==> src/hdl/gba_ram.sv <==
// Generic single-write, single-read synchronous RAM with registered read data.
// Depends on nothing; used for the slot table.
module gba_ram #(
    parameter int WIDTH = 8,
    parameter int DEPTH = 64
) (
    input  logic                                   i_clk,
    input  logic                                   i_we,
    input  logic [((DEPTH > 1) ? $clog2(DEPTH) : 1)-1:0] i_waddr,
    input  logic [WIDTH-1:0]                       i_wdata,
    input  logic [((DEPTH > 1) ? $clog2(DEPTH) : 1)-1:0] i_raddr,
    output logic [WIDTH-1:0]                       o_rdata
);

    logic [WIDTH-1:0] r_mem [DEPTH];
    logic [WIDTH-1:0] r_rdata;

    always_ff @(posedge i_clk) begin
        if (i_we) begin
            r_mem[i_waddr] <= i_wdata;
        end
        r_rdata <= r_mem[i_raddr];
    end

    assign o_rdata = r_rdata;

endmodule

==> config.mk <==
export PLATFORM = sky130hd
export DESIGN_NAME = gba_ram
export DESIGN_NICKNAME = d
export VERILOG_FILES = /design/src/hdl/gba_ram.sv
export SDC_FILE = /design/constraint.sdc
export NUM_CORES = 1
export LEC_CHECK = 0
export ABC_AREA = 1
export BUFFER_PORTS_ARGS = -buffer_cell sky130_fd_sc_hd__buf_2
export CAP_MARGIN = 5
export CORE_MARGIN = 2
export CORE_UTILIZATION = 31
export DETAILED_ROUTE_END_ITERATION = 8
export GPL_TIMING_DRIVEN = 0
export HOLD_SLACK_MARGIN = 0.08
export PLACE_DENSITY = 0.58
export SYNTH_ARGS = -nofsm -noshare
export SYNTH_HDL_FRONTEND = slang
export SYNTH_SLANG_ARGS = --single-unit
==> constraint.sdc <==
create_clock -name i_clk -period 2 [get_ports i_clk]
set_clock_uncertainty 0.15 [all_clocks]
set_input_delay 0.2 -clock i_clk [delete_from_list [all_inputs] [get_ports i_clk]]
set_output_delay 0.2 -clock i_clk [all_outputs]
set_load 0.01 [all_outputs]
Yosys cells after proc, flatten, opt, wreduce, memory -nomap -nowiden
Memory sizes are Yosys's and may differ from the RTL's. A register that Yosys moved wholly into a read port is not among the register bits.
Index checks and enable logic that the tools add are counted.
- register bits after elaboration: 0
- bits in writable memories: 512
- input port bits: 22
- logic and storage cells: 3
- memories: 1
- muxes and demuxes: 2
- memories (memory ; depth ; bits a word ; rd ports ; clocked after memory_dff ; write ports ; line ; RTL):
    r_mem ; 64 ; 8 ; 1 ; 1 ; 1 ; 15 ; logic [WIDTH-1:0] r_mem [DEPTH];
- operator list (operator ; count):
    1-bit two-way mux ; 2

Logic depth before layout (Yosys ltp)
- depth in word-level cells: 2
- depth in mapped cells: 12
- depth with buffers taken out: 9

Worst setup path after synthesis
OpenSTA, ideal clock, no wires.
- kind: input to register
- start: input port i_we
- end: memory r_mem[48][0], enable pin
- setup time: 395 ps
- data arrival time: 1571 ps
- data required time: 1455 ps
- setup slack: -116 ps
- stages: 3
- cell sequence: clkbuf_1 > nand4_1 > nor4_1
- cells in the longest elaborated chain, start to end: 2
- ends and longest elaborated chain (element ; line ; RTL):
    from (decl) ; 8 ; input logic i_we,
    1-bit two-way mux ; 19 ; if (i_we) begin
    1-bit two-way mux (not written as such) ; 20 ; r_mem[i_waddr] <= i_wdata;
    to (decl) ; 15 ;
No other way between the ends.

Worst setup path in the final report
- start: input port i_waddr[0] in the netlist's numbering
- end: memory r_mem[62][3], enable pin
- RTL lines (element ; line ; RTL):
    from (decl) ; 9 ; input logic [((DEPTH > 1) ? $clog2(DEPTH) : 1)-1:0] i_waddr,
No word-level cell before the write port.

==> impl_metrics.json <==
{
  "drive_gt1_share_pct": 13.8,
  "fillers": 6552,
  "drv_slew": 0,
  "final_common_cell": "nand2_1",
  "outcome": "complete, but fails checks",
  "worst_setup_path_start_kind": "input port",
  "maxCapViolations": 0,
  "worstPathArrival_ps": 2200,
  "synth_top_area_cell": "edfxtp_1",
  "crit_required_ps": 2070,
  "drc": 0,
  "synth_edf_count": 512,
  "initial_core_util_pct": 31.2,
  "hold_violations": 0,
  "placed_area_um2": 22700,
  "crit_buf_inv": 2,
  "end_kind": "flip-flop",
  "fin_area_um2": 24800,
  "finalWorstSetupSlack_ps": -134,
  "routed_wl_um": 64000,
  "powerDensity_nw_per_um2": 961,
  "synthFlopType": "edfxtp_1",
  "fin_crit_sh_pct": 107,
  "total_power_mw": 23.8,
  "rsz0062_at_grt": "true",
  "syn_avg_cell_area_um2": 11.8,
  "reg2reg_depth": 8,
  "setup_tns_ps": -2500,
  "violations": "setup timing",
  "slew_headroom_pct": 10.2,
  "grt_pass1_vias": 14100,
  "crit_start": "i_waddr[0]",
  "place.gp.congestion": 0.942,
  "r2r-end": "o_rdata[1]$_DFF_P_",
  "rows": 96,
  "cts_buffers": 53,
  "synth.distinct_cells": 16,
  "routed-via-count": 14700,
  "setup_viol": 48,
  "synth_top_area_share_pct": 72.0,
  "htree_levels": 2,
  "gr-total-overflow": 0,
  "period_needed_ps": 2130,
  "holdWs_ps": 104,
  "antenna_found_initial": 5,
  "reg2reg_slack_ps": 330,
  "numPlacedInstances": 2720,
  "synth_seq_area_share_pct": 72.8,
  "hp-class": "input port to flip-flop",
  "leakage_nw": 8.83,
  "core_um2": 68300,
  "numPortBuffers": 21,
  "cts.sinks": 520,
  "die_h_um": 266,
  "worstSkewPairLatency_ps": 610,
  "cp_max_fo": 9,
  "grt_first_pass_wirelength_um": 93300,
  "nNetsFinal": 1929,
  "crit_chain": "clkbuf_1 -> inv_1 -> nand4_1 -> nor2_1",
  "syn-cell-area_um2": 21300,
  "clk_path_buf_depth": 3,
  "irDropWorstVdd_mv": 0.560,
  "syn-num-nets": 1827,
  "ys_async_sr_fraction_pct": 0,
  "crit_slowest_cell": "nor2_1",
  "fmax_mhz": 469,
  "syn_to_final_growth_pct": 16.1,
  "yosysWarnings": 0,
  "drt_iter0_drc": 1967,
  "slowest_delay_ps": 900,
  "crit_family": "simple AND/OR/NAND/NOR gates",
  "routedWlPerCell_um": 22.6,
  "clk_pin_slew_ps": 60,
  "cp.depth": 4,
  "cts_tree": "built",
  "critPathCapture": "r_mem[62][3]$_DFFE_PP_",
  "via_per_inst": 5.19,
  "fin_cells": 2836,
  "pin_count": 30,
  "synthCells": 1805,
  "worstMarginPinSlew_ps": 1350,
  "synth-seq-cells": 520,
  "synth.area.top_cells": "edfxtp_1, nand2_1, nand3_1, buf_6, nor2_1",
  "drt_pass1_iterations": 8,
  "fp.dieArea_um2": 71000,
  "layout_common_cells": "nand2_1, edfxtp_1, nand3_1, buf_2, clkbuf_16",
  "worstReg2RegStart": "r_mem[23][1]$_DFFE_PP_",
  "path_class": "input port to flip-flop",
  "grt_start_max_net_pins": 65,
  "antenna_left": 0,
  "hpwl_um": 43600,
  "grt.total_usage_pct": 18.0,
  "fp.dieW_um": 266,
  "root_buffer": "clkbuf_16"
}
==> cell families (layout without fill, tap and decap cells) <==
logic type	after synthesis	count (layout)	synth area share, %
buffers and inverters	125	272	4.02
DFF	520	520	72.8
other	0	2	0
and+or+nand+nor	1160	1160	23.2
==> power breakdown <==
part	leakage (nW)	switching, mW	internal [mW]
clock	0.873	4.17	5.87
combinational	3.28	1.26	0.444
sequential	4.67	0.0221	12.1
total	8.83	5.45	18.4
==> synth_stat cells (2+ instances only) <==
| cell | n |
|---|---|
| nand2_1 | 648 |
| edfxtp_1 | 512 |
| nand3_1 | 439 |
| nor2_1 | 56 |
| buf_2 | 37 |
| buf_6 | 35 |
| clkbuf_1 | 15 |
| buf_4 | 14 |
| buf_1 | 10 |
| inv_1 | 10 |
| nand4_1 | 9 |
| dfxtp_1 | 8 |
| nor4_1 | 8 |
| buf_8 | 2 |
==> final cells by class <==
type | count | area [um2] | share of cell area (%)
inverters | 12 | 50.0 | 0.202
diodes | 2 | 5.00 | 0.0202
flip-flops and latches | 520 | 15500 | 62.7
repair buffers | 47 | 390 | 1.58
clock inverters | 24 | 214 | 0.863
multi-input cells | 1160 | 5130 | 20.7
plain buffers | 113 | 810 | 3.27
clock buffers | 76 | 1550 | 6.23
well taps | 882 | 1100 | 4.45
==> per-stage QoR <==
| stage | setup slack [ps] | utilization (%) |
|---|---|---|
| after floorplan | -116 | - |
| after global placement | -1000 | 33.0 |
| after detailed placement | -856 | 33.3 |
| after CTS | -224 | 36.1 |
| after global routing | -155 | 36.3 |
| final | -134 | 36.3 |
==> registers in the layout (all words and copies together), names as in the netlist <==
signal,flops
o_rdata,8
r_mem,512
==> routing by layer <==
| layer | vias to the layer above | share of wire, % | wire (um) | track usage, % |
|---|---|---|---|---|
| li1 | 6564 | - | - | - |
| met1 | 7267 | 44 | 28000 | 26.3 |
| met2 | 756 | 44 | 28000 | 26.9 |
| met3 | 131 | 9.3 | 5940 | 3.17 |
| met4 | 6 | 3.1 | 2000 | 6.21 |
| met5 | - | 0.064 | 41 | 0 |
==> worst min path at each step <==
stage                             from                     end  slack, ps  depth (start not counted)
global placement    o_rdata[6]$_DFF_P_              o_rdata[6]        450                          1
floorplan                   i_wdata[0]   r_mem[0][0]$_DFFE_PP_        150                          0
global route                i_wdata[3]  r_mem[31][3]$_DFFE_PP_        110                          1
CTS                         i_waddr[2]  r_mem[50][4]$_DFFE_PP_        100                          2
detailed placement  o_rdata[0]$_DFF_P_              o_rdata[0]        440                          1
finish                      i_wdata[3]  r_mem[31][3]$_DFFE_PP_        100                          1
==> repair_timing <==
action	4_1_cts	5_1_grt
endpoints found under the hold margin	70	13
gates resized for setup	25	28
buffers inserted	4	4
hold buffers	4	1
pin swaps	2	1
endpoints found under the setup margin	248	274
gates cloned	0	0
Note: power is estimated with default switching activity, not from simulation.
