File: src/hdl/gba_pkg.sv
// Shared types and constants for the hash group-by aggregator.
// No dependencies; imported by the aggregator, the hash unit and the checker.
package gba_pkg;

    localparam int DEF_TABLE_ENTRIES = 64;
    localparam int SLOT_W            = 6;
    localparam int KEY_W             = 32;
    localparam int VAL_W             = 32;
    localparam int SUM_W             = 64;
    localparam int EN_W              = 4;

    localparam logic [EN_W-1:0] ENABLE_RESET = 4'hF;

    // aggregate_enable bit positions
    localparam int EN_COUNT = 0;
    localparam int EN_SUM   = 1;
    localparam int EN_MIN   = 2;
    localparam int EN_MAX   = 3;

    // item function codes
    localparam logic FUNC_ACCUM = 1'b0;
    localparam logic FUNC_FLUSH = 1'b1;

    // result status codes
    localparam logic ST_ENTRY = 1'b0;
    localparam logic ST_FULL  = 1'b1;

    // one table slot as held in memory
    typedef struct packed {
        logic [KEY_W-1:0] key;
        logic [VAL_W-1:0] count;
        logic [SUM_W-1:0] sum;
        logic [VAL_W-1:0] min;
        logic [VAL_W-1:0] max;
    } t_entry;

    localparam int ENTRY_W = $bits(t_entry);

    typedef enum logic [5:0] {
        S_IDLE   = 6'b000001,
        S_HASH   = 6'b000010,
        S_PROBE  = 6'b000100,
        S_FULL   = 6'b001000,
        S_FL_RD  = 6'b010000,
        S_FL_OUT = 6'b100000
    } t_state;

endpackage

File: src/hdl/gba_hash.sv
// Home-slot hash: key modulo TABLE_ENTRIES in two register stages.
// Folds the key bytes by their weights mod N, then reduces by reciprocal multiply.
module gba_hash
    import gba_pkg::*;
#(
    parameter int TABLE_ENTRIES = DEF_TABLE_ENTRIES,
    localparam int IDX_W = (TABLE_ENTRIES > 1) ? $clog2(TABLE_ENTRIES) : 1
) (
    input  logic             i_clk,
    input  logic             i_rst_n,
    input  logic             i_start,
    input  logic [KEY_W-1:0] i_key,
    output logic             o_done,
    output logic [IDX_W-1:0] o_idx
);

    // byte weights 2^(8i) mod N; folded value stays below 2^16
    localparam logic [15:0] W1 = 16'((1 << 8) % TABLE_ENTRIES);
    localparam logic [15:0] W2 = 16'((1 << 16) % TABLE_ENTRIES);
    localparam logic [15:0] W3 = 16'((1 << 24) % TABLE_ENTRIES);
    // ceil(2^22 / N): exact quotient for any 16-bit dividend
    localparam int          RSH = 22;
    localparam logic [RSH-1:0] RECIP =
        RSH'(((1 << RSH) + TABLE_ENTRIES - 1) / TABLE_ENTRIES);
    localparam logic [15:0] NV = 16'(TABLE_ENTRIES);

    logic        r_v1, r_v2;
    logic [15:0] r_x, r_x2, r_q;
    logic [15:0] n_x;
    logic [RSH+15:0] prod;

    assign n_x = 16'(i_key[7:0])
               + 16'(16'(i_key[15:8])  * W1)
               + 16'(16'(i_key[23:16]) * W2)
               + 16'(16'(i_key[31:24]) * W3);

    assign prod = (RSH+16)'(r_x) * (RSH+16)'(RECIP);

    always_ff @(posedge i_clk) begin
        if (!i_rst_n) begin
            r_v1 <= 1'b0;
            r_v2 <= 1'b0;
        end else begin
            r_v1 <= i_start;
            r_v2 <= r_v1;
        end
        r_x  <= n_x;
        r_x2 <= r_x;
        r_q  <= prod[RSH+15:RSH];
    end

    assign o_done = r_v2;
    assign o_idx  = IDX_W'(16'(r_x2 - 16'(r_q * NV)));

endmodule

File: config.mk
export PLATFORM = sky130hd
export DESIGN_NAME = gba_hash
export DESIGN_NICKNAME = d
export VERILOG_FILES = /design/src/hdl/gba_pkg.sv /design/src/hdl/gba_hash.sv
export SDC_FILE = /design/constraint.sdc
export NUM_CORES = 1
export LEC_CHECK = 0
export ABC_CLOCK_PERIOD_IN_PS = 1200
export BUFFER_PORTS_ARGS = -buffer_cell sky130_fd_sc_hd__buf_4
export CORE_AREA = 2 2 39 41
export DETAILED_ROUTE_END_ITERATION = 12
export DIE_AREA = 0 0 41 43
export GPL_TIMING_DRIVEN = 0
export PLACE_DENSITY_LB_ADDON = 0.25
export SLEW_MARGIN = 20
export SYNTH_ARGS = -nofsm -noshare
export SYNTH_HDL_FRONTEND = slang
export SYNTH_SLANG_ARGS = --single-unit
export TNS_END_PERCENT = 1
File: constraint.sdc
create_clock -name i_clk -period 1.2 [get_ports i_clk]
set_input_delay 0.18 -clock i_clk [delete_from_list [all_inputs] [get_ports i_clk]]
set_output_delay 0.18 -clock i_clk [all_outputs]
set_load 0.05 [all_outputs]
### After elaboration in Yosys (flattened, before gate mapping)

Index checks and enable logic that the tools add are counted.

* flip-flop bits (word level): 14
* word-level logic and storage cells: 5
* input port bits: 35

* add/subtract/negate cells: 1

Operator list (count)
* 6-bit by 1-bit subtractor with 6-bit output, second input constant: 1

### Logic depth before layout (Yosys ltp)

Gate-level depths: netlist (run 1).

* word-level depth: 1
* gate-level depth with buffers: 1

### Worst setup path before layout (run 1)

Ideal clock, no wire load.

* path type: reg-to-output
* start point: register r_v2, in the netlist o_done
* end point: output port o_done
* data arrival time: 0.587 ns
* path buffers: 0
* cell stages (with the launch flop): 1
* data required time: 1.020 ns
* setup slack: 0.433 ns
* cells stage by stage: dfxtp_1

RTL lines
* from (decl): line gba_hash.sv:27 `logic r_v1, r_v2;`
* from (signal assigned): line gba_hash.sv:45 `r_v2 <= r_v1;`
* to (decl): line gba_hash.sv:13 `output logic o_done,`

No word-level cell between the ends.

### Worst setup path in the final report (run 1)

* start point: register r_x2[2]
* end point: output port o_idx[2]

* cells in the longest elaborated chain, start to end: 1

RTL lines
* from (decl): line gba_hash.sv:28 `logic [15:0] r_x, r_x2, r_q;`
* from (signal assigned): line gba_hash.sv:48 `r_x2 <= r_x;`
* 6-bit by 1-bit subtractor with 6-bit output: line gba_hash.sv:53 `assign o_idx = IDX_W'(16'(r_x2 - 16'(r_q * NV)));`
* to (decl): line gba_hash.sv:14 `output logic [IDX_W-1:0] o_idx`

Every way passes these cells.

==> summary.txt, run 1 <==
Status = finished clean
DP Cell Count = 47
Yosys warning total = 0
Worst endpoint required time = 1.02 ns
Critical path startpoint = r_x2[2]
I/O Buffers = 15
CTS tree = done
Most numerous cell in the Yosys netlist = dfxtp_1
Layout area overhead = 78.2%
Hold/Removal Path Class = primary input to register
DIE AREA = 0.00176 mm²
Worst flop-to-flop path startpoint = r_v1
Vias in the first global route = 184
CP cell instances = buf_4
Layout Cells excl Fill = 57
Clock root buffer = clkbuf_4
RSZ-0062 raised after global routing = false
Antenna diodes = 0
Final slew viol count = 0
Initial Utilization = 0.212
Setup TNS = 0 ns
Post-CTS Resized = 0
Area leader, netlist = dfxtp_1
Yosys reg bits = 14
Buffers and inverters on the worst path = 1
P per Cell Area = 1740 mW/mm²
Rows = 14
Routed WL = 406 µm
Min Tclk post-route = 0.946 ns
Sequential area share after synthesis = 0.957
Clock-pin slew on the worst setup and hold paths = 0.08 ns
Initial antenna violation count = 0
Top delay family on crit path = flip-flops
Final ANT Viol Nets = 0
Mapped Cells = 16
Core area = 0.00138 mm²
Synth area leaders = dfxtp_1 96%, and2_1 4.3%
Worst setup SP type = register
Top_reg_cell synth = dfxtp_1
R2R setup slack = 0.67 ns
Wire per inst = 7.12 µm
Share of layout cells above drive strength 1 = 0.463
Largest net degree at the start of global routing = 9
Number of library cell types mapped by synthesis = 2
DR vias = 185
Layout Nets = 77
CP max-delay cell = dfxtp_1
WS Path Type = register to output pin
MaxCap Viol Count = 0
Die Wd = 41 µm
RePlAce Congestion = 0.563
Endpoints failing setup = 0
Remaining DRCs = 0
Syn nets = 51
I/O pin cnt = 42
Iter 0 DRT Violations = 0
Slowest stage delay, CP = 0.31 ns
Clock Path Buffers = 2
Htree depth = 1
CP Depth = 1
WHS = 0.115 ns
Sink Count = 14
Syn_area_per_cell = 18.3 µm²
Register-to-Register Path Depth = 1
Peak VDD IR = 0.529 mV
Global Route Usage Sum = 0.0589
Leak = 0.000242 µW
Hold Crit Start = i_start
Clock skew = 0.00104 ns
Storage element area = 280 µm²
EDFF count, synth = 0
Post-route clock period utilization = 0.789
Hold Fails Final Rpt = 0
Fmax = 1060 MHz
Via density = 3.25
Slew HR = 0.902
FILL cells = 141
GRT overflow = 0
CP Max Fanout = 1
Mapped cell area = 293 µm²
Multi-input gate area in the final layout = 12.5 µm²
First-pass GRT wire length = 648 µm
Arrival time worst endpoint = 0.77 ns
Router iterations before antenna repair = 1
TritonCTS Buffers = 3
Async SR Flop Fraction = 0
Synth top cells by count = 14 x dfxtp_1, 2 x and2_1
CP endpoint = o_idx[2]
Worst skew pair latency = 0.26 ns
Top-area cell type share of the netlist area = 0.957
Die Span Y = 43 µm
Reg-to-reg endpoint = o_done
Post-CTS setup buffers = 0
Worst setup EP type = output pin
Worst Tran Pin Value = 0.148 ns
==> state kept, by name (all words and copies together), names as in the netlist <==
register / count
r_x: 6
r_x2: 6
r_v1: 1
o_done: 1
==> metal layers <==
layer,vias up,GRT usage,share of wire
li1,98,-,-
met1,77,0.0569,0.40
met2,8,0.0813,0.47
met3,2,0.0314,0.12
met4,0,0.0600,0.0099
met5,-,0,0
==> layout make-up <==
class,instances,share of cell area
clock buffer,4,0.0695
sequential,14,0.537
multi-input combinational,2,0.0240
timing repair buffer,21,0.331
tap,16,0.0384
==> cell usage in the layout (no fill, tap or decap) <==
cell and count:
clkbuf_4 3, dfxtp_1 14, clkbuf_8 1, dlygate4sd3_1 6, buf_4 15, and2_1 2
==> how the worst min path moves through the flow <==
stage / end / slack [ns] / cells past startpoint
after detailed placement: r_x[0] / 0.29 / 1
after global placement: r_x[0] / 0.28 / 1
after CTS: r_v1 / 0.10 / 2
final: r_v1 / 0.12 / 2
after global routing: o_done / 0.12 / 2
after floorplan: r_x[0] / 0.21 / 0
==> repair_timing <==
item                       CTS  global route
hold endpoints to repair     6             0
setup endpoints to repair    0             0
hold buffers                 6             0
==> kinds of logic (layout without fill, tap and decap cells) <==
logic type	after synthesis	after routing	synth area share
AND/OR/NAND/NOR	2	2	0.0427
flip-flops	14	14	0.957
buffers and inverters	0	25	0
==> metrics by stage <==
stage / cell area (µm²) / util / power [µW] / setup WS [ns]
after global routing: 522 / 0.377 / 948 / 0.210
after floorplan: 293 / - / 549 / 0.433
after global placement: 425 / 0.307 / 586 / 0.545
after CTS: 522 / 0.377 / 933 / 0.222
after detailed placement: 425 / 0.307 / 588 / 0.537
final: 522 / 0.377 / 906 / 0.254
==> power by group <==
part | switching, µW | total (µW) | internal [µW]
Clock | 130 | 314 | 184
Sequential | 5.06 | 494 | 489
Combinational | 52.5 | 97.6 | 45.0
Total | 188 | 906 | 718
No activity file was read; power rests on OpenSTA's default activity.
==> inputs of run 2 (changes only) <==
- ABC_CLOCK_PERIOD_IN_PS: 1200 -> 900
- clock period: 1.2 -> 0.9 ns (I/O delays scaled with it)
==> run 2 against run 1 <==
Final area rose by 8.2%; global-route usage up 0.20 points; utilization is 3.1 points higher; routed wire length rose by 1.5%; die area did not move; first-iteration DRC count stayed put; sequential cell count unchanged; critical path type unchanged; largest power group unchanged.
==> summary.txt, run 2 (synthesis gave the netlist of run 1 again) <==
Fmax = 1140 MHz
Buffers and inverters on the worst path = 1 (unchanged)
I/O Buffers = 15 (unchanged)
Status = finished clean
Worst skew pair latency = 0.26 ns (about the same)
R2R setup slack = 0.37 ns (-0.30 ns)
Antenna diodes = 0 (unchanged)
Min Tclk post-route = 0.876 ns
Clock skew = 0.000495 ns (-0.000547 ns)
Initial Utilization = 0.212 (unchanged)
Worst endpoint required time = 0.76 ns (-0.26 ns)
Worst Setup Slack, final = 0.0244 ns (-0.229 ns)
Htree depth = 1 (unchanged)
DIE AREA = 0.00176 mm² (unchanged)
DR vias = 191 (+3.2%)
Iter 0 DRT Violations = 0 (unchanged)
Die Span Y = 43 µm (unchanged)
Setup TNS = 0 ns (unchanged)
Leak = 0.000253 µW (+4.7%)
TritonCTS Buffers = 3 (unchanged)
CP Max Fanout = 1 (unchanged)
CP max-delay cell = dfxtp_2
Largest net degree at the start of global routing = 9 (unchanged)
Peak VDD IR = 0.706 mV (+33%)
First-pass GRT wire length = 676 µm (+4.3%)
Hold Fails Final Rpt = 0 (unchanged)
Core area = 0.00138 mm² (unchanged)
Hold/Removal Path Class = primary input to register
Sink Count = 14 (unchanged)
Final ANT Viol Nets = 0 (unchanged)
GRT overflow = 0 (unchanged)
RePlAce Congestion = 0.563 (unchanged)
Remaining DRCs = 0 (unchanged)
CP Depth = 1 (unchanged)
Reg-to-reg endpoint = o_done
Initial antenna violation count = 0 (unchanged)
Commonest non-fill, non-tap cell in the layout = buf_4
Largest regs = r_x2 x6, r_x x6
Layout Nets = 77 (unchanged)
RSZ-0062 raised after global routing = true
Clock root buffer = clkbuf_4
Post-CTS setup buffers = 0 (unchanged)
CP endpoint = o_idx[2]
Worst setup SP type = register
Final slew viol count = 0 (unchanged)
Setup WS pre-CTS = 0.282 ns (-0.255 ns)
Slowest stage delay, CP = 0.34 ns (+0.03 ns)
Share of layout cells above drive strength 1 = 0.634 (+0.171)
Register-to-Register Path Depth = 1 (unchanged)
WHS Path Cells = 2 (unchanged)
Rows = 14 (unchanged)
Clock-pin slew on the worst setup and hold paths = 0.08 ns (about the same)
I/O pin cnt = 42 (unchanged)
Critical path startpoint = r_x2[2]
Clock Path Buffers = 2 (unchanged)
Via density = 3.35 (+3.2%)
Routed WL = 412 µm (+1.5%)
Worst setup EP type = output pin
P per Cell Area = 2180 mW/mm² (+26%)
Most frequent cells in the layout = 8 x buf_4, 7 x dfxtp_2, 7 x dfxtp_1
Tot Pwr = 1230 µW (+36%)
Post-route clock period utilization = 0.973
Arrival time worst endpoint = 0.74 ns (-0.03 ns)
CP cell instances = buf_8
Worst Tran Pin Value = 0.108 ns (-0.0395 ns)
Global Route Usage Sum = 0.0610 (+0.00203)
CTS tree = done
Wire per inst = 7.23 µm (+1.5%)
MaxCap Viol Count = 0 (unchanged)
Router iterations before antenna repair = 1 (unchanged)
Die Wd = 41 µm (unchanged)
Layout area overhead = 92.7%
Top delay family on crit path = flip-flops
Endpoints failing setup = 0 (unchanged)
WS Path Type = register to output pin
Vias in the first global route = 199 (+8.2%)
Slew HR = 0.928 (+0.0257)
Worst flop-to-flop path startpoint = r_v1
-- run 2: how the worst min path moves through the flow --
stage                         from     end
after floorplan           i_key[0]  r_x[0]
after global placement    i_key[0]  r_x[0]
after detailed placement  i_key[0]  r_x[0]
after CTS                  i_start    r_v1
after global routing       i_start    r_v1
final                      i_start    r_v1
-- run 2: repair_timing --
action	4_1_cts	5_1_grt
endpoints found under the setup margin	7	4
hold endpoints to repair	6	0
hold buffers	6	0
resized for setup	13	3
-- run 2: report_power, final --
part | leakage (µW) | internal, µW | switching, µW
sequential | 0.000118 | 655 | 10.6
combinational | 0.000114 | 73.7 | 70.0
clock | 0.0000210 | 245 | 176
total | 0.000253 | 974 | 256
-- run 2: layer usage --
metal | global-route usage | vias to the layer above | wire length [µm]
li1 | - | 98 | -
met1 | 0.0569 | 83 | 155
met2 | 0.0875 | 8 | 202
met3 | 0.0314 | 2 | 51
met4 | 0.0600 | 0 | 4
met5 | 0 | - | 0
-- run 2: metrics by stage --
stage	util	hold slack (ns)	area (µm²)	std cells
final	0.408	0.0705	564	57
after global routing	0.408	0.0763	564	57
after CTS	0.403	0.0554	558	57
after detailed placement	0.307	0.240	425	47
after global placement	0.307	0.239	425	47
after floorplan	-	0.163	293	16
-- run 2: final cells by class --
cell class	count	area [µm²]
timing repair buffer	21	206
sequential	14	289
tap	16	20.0
clock buffer	4	36.3
multi-input combinational	2	12.5
fill	137	820
==> inputs of run 3 (changes only) <==
- HOLD_SLACK_MARGIN: unset -> 0.1
==> run 3 against run 2 <==
Routed wire length grew 2.7%; maximum frequency is the same; clock-buffer cell count is the same; final area grew 3.5%; utilization grew 1.4 points; clock power is essentially flat; via count grew 4.2%; sequential power is essentially flat; worst setup slack is the same; sequential share of layout area shrank 1.8 points; critical path depth is the same; critical endpoint unchanged; highest routed layer unchanged; worst hold slack gained 0.26 ns.
==> summary.txt, run 3 (synthesis gave the netlist of run 1 again) <==
Worst skew pair latency = 0.26 ns (about the same)
Clock root buffer = clkbuf_4
Worst setup EP type = output pin
Largest regs = r_x2 x6, r_x x6
Post-CTS setup buffers = 0 (unchanged)
Clock skew = 0.000418 ns (-0.0000767 ns)
Endpoints failing setup = 0 (unchanged)
Clock-pin slew on the worst setup and hold paths = 0.08 ns (about the same)
Slew HR = 0.928 (unchanged)
Worst setup SP type = register
Htree depth = 1 (unchanged)
Iter 0 DRT Violations = 0 (unchanged)
Initial Utilization = 0.212 (unchanged)
Comb pwr share = 0.122 (+0.005)
DIE AREA = 0.00176 mm² (unchanged)
Min Tclk post-route = 0.876 ns (unchanged)
Hold Crit Start = r_x[4]
Arrival time worst endpoint = 0.74 ns (about the same)
Hold Path End = r_x2[4]
Buffers and inverters on the worst path = 1 (unchanged)
WS Path Type = register to output pin
RePlAce Congestion = 0.563 (unchanged)
Tot Pwr = 1240 µW (+0.56%)
RSZ-0062 raised after global routing = true
Post-route clock period utilization = 0.973 (unchanged)
Storage element area = 289 µm² (unchanged)
R2R setup slack = 0.37 ns (about the same)
Sink Count = 14 (unchanged)
Routed WL = 423 µm (+2.7%)
Int Power = 979 µW (+0.58%)
FILL cells = 136 (-0.73%)
Wire per inst = 7.17 µm (-0.81%)
Global Route Usage Sum = 0.0640 (+0.00305)
Antenna diodes = 0 (unchanged)
Most frequent cells in the layout = 8 x dlygate4sd3_1, 8 x buf_4, 7 x dfxtp_2, 7 x dfxtp_1, 5 x buf_6
Share of layout cells above drive strength 1 = 0.605 (-0.0295)
Area after DPL = 425 µm² (unchanged)
Largest net degree at the start of global routing = 9 (unchanged)
Rows = 14 (unchanged)
Via density = 3.37 (+0.66%)
Worst Tran Pin Value = 0.108 ns (unchanged)
First-pass GRT wire length = 717 µm (+6.1%)
Core area = 0.00138 mm² (unchanged)
WHS Path Cells = 0 (-2)
Hold Fails Final Rpt = 0 (unchanged)
Part of the power in registers = 0.538 (-0.003)
Fmax = 1140 MHz (unchanged)
Setup WS pre-CTS = 0.282 ns (unchanged)
Hold/Removal Path Class = register to register
P per Cell Area = 2120 mW/mm² (-2.9%)
DR vias = 199 (+4.2%)
Final slew viol count = 0 (unchanged)
CP Max Fanout = 1 (unchanged)
MaxCap Viol Count = 0 (unchanged)
Net Sw Power = 257 µW (+0.51%)
Die Span Y = 43 µm (unchanged)
Router iterations before antenna repair = 1 (unchanged)
I/O pin cnt = 42 (unchanged)
Worst Setup Slack, final = 0.0244 ns (unchanged)
Layout Utilization = 0.422 (+0.0145)
Worst endpoint required time = 0.76 ns (about the same)
Multi-input gate area in the final layout = 12.5 µm² (unchanged)
Leak = 0.000262 µW (+3.3%)
Net Sw Frac = 0.208 (about the same)
Layout area overhead = 99.6%
CP cell instances = buf_8
CP max-delay cell = dfxtp_2
Clock share of power = 0.340 (-0.002)
Vias in the first global route = 208 (+4.5%)
CTS tree = done
Die Wd = 41 µm (unchanged)
Worst flop-to-flop path startpoint = r_v1
TritonCTS Buffers = 3 (unchanged)
Reg-to-reg endpoint = o_done
Remaining DRCs = 0 (unchanged)
Final ANT Viol Nets = 0 (unchanged)
Clock Path Buffers = 2 (unchanged)
Register-to-Register Path Depth = 1 (unchanged)
I/O Buffers = 15 (unchanged)
Setup TNS = 0 ns (unchanged)
Peak VDD IR = 0.719 mV (+1.8%)
Initial antenna violation count = 0 (unchanged)
Layout Nets = 79 (+2.6%)
Top delay family on crit path = flip-flops
GRT overflow = 0 (unchanged)
Status = finished clean
Design Area, Final = 584 µm² (+3.5%)
Slowest stage delay, CP = 0.34 ns (about the same)
[run 3: cell count changes in the layout (fill, tap and decap cells not counted)]
cell	change
dlygate4sd3_1	+2
[run 3: per-stage QoR]
step                instances  hold WS [ns]
floorplan                  16         0.163
global placement           47         0.239
detailed placement         47         0.240
CTS                        59         0.330
global route               59         0.336
finish                     59         0.328
[run 3: how the worst max path moves through the flow]
| stage | startpoint | endpoint | slack [ns] | cells after the start |
|---|---|---|---|---|
| after floorplan | o_done | o_done | 0.18 | 0 |
| after global placement | r_x2[2] | o_idx[2] | 0.29 | 1 |
| after detailed placement | r_x2[2] | o_idx[2] | 0.28 | 1 |
| after CTS | r_x2[2] | o_idx[2] | -0.001 | 1 |
| after global routing | r_x2[3] | o_idx[3] | -0.007 | 1 |
| final | r_x2[2] | o_idx[2] | 0.02 | 1 |
[run 3: area by class of cell]
type                            count  area share
Clock buffer                        4      0.0621
Multi-Input combinational cell      2      0.0214
Sequential cell                    14       0.495
Tap cell                           16      0.0343
Timing Repair Buffer               23       0.388
[run 3: timing repair]
action                                  in CTS  in global routing
endpoints found under the hold margin        8                  0
hold buffers                                 8                  0
resized for setup                           13                  3
endpoints found under the setup margin       7                  4
cloned                                       0                  0
[run 3: power by group through the flow]
stage | clock (µW) | combinational [µW] | sequential, µW
floorplan | 0 | 2.51 | 730
CTS | 453 | 150 | 665
global placement | 0 | 110 | 672
global route | 462 | 158 | 669
detailed placement | 0 | 111 | 674
finish | 421 | 151 | 665
[run 3: metal layers]
metal | global-route usage | vias to the layer above | share of wire
li1 | - | 102 | -
met1 | 0.0635 | 87 | 0.38
met2 | 0.0906 | 8 | 0.49
met3 | 0.0314 | 2 | 0.12
met4 | 0.0600 | 0 | 0.0095
met5 | 0 | - | 0
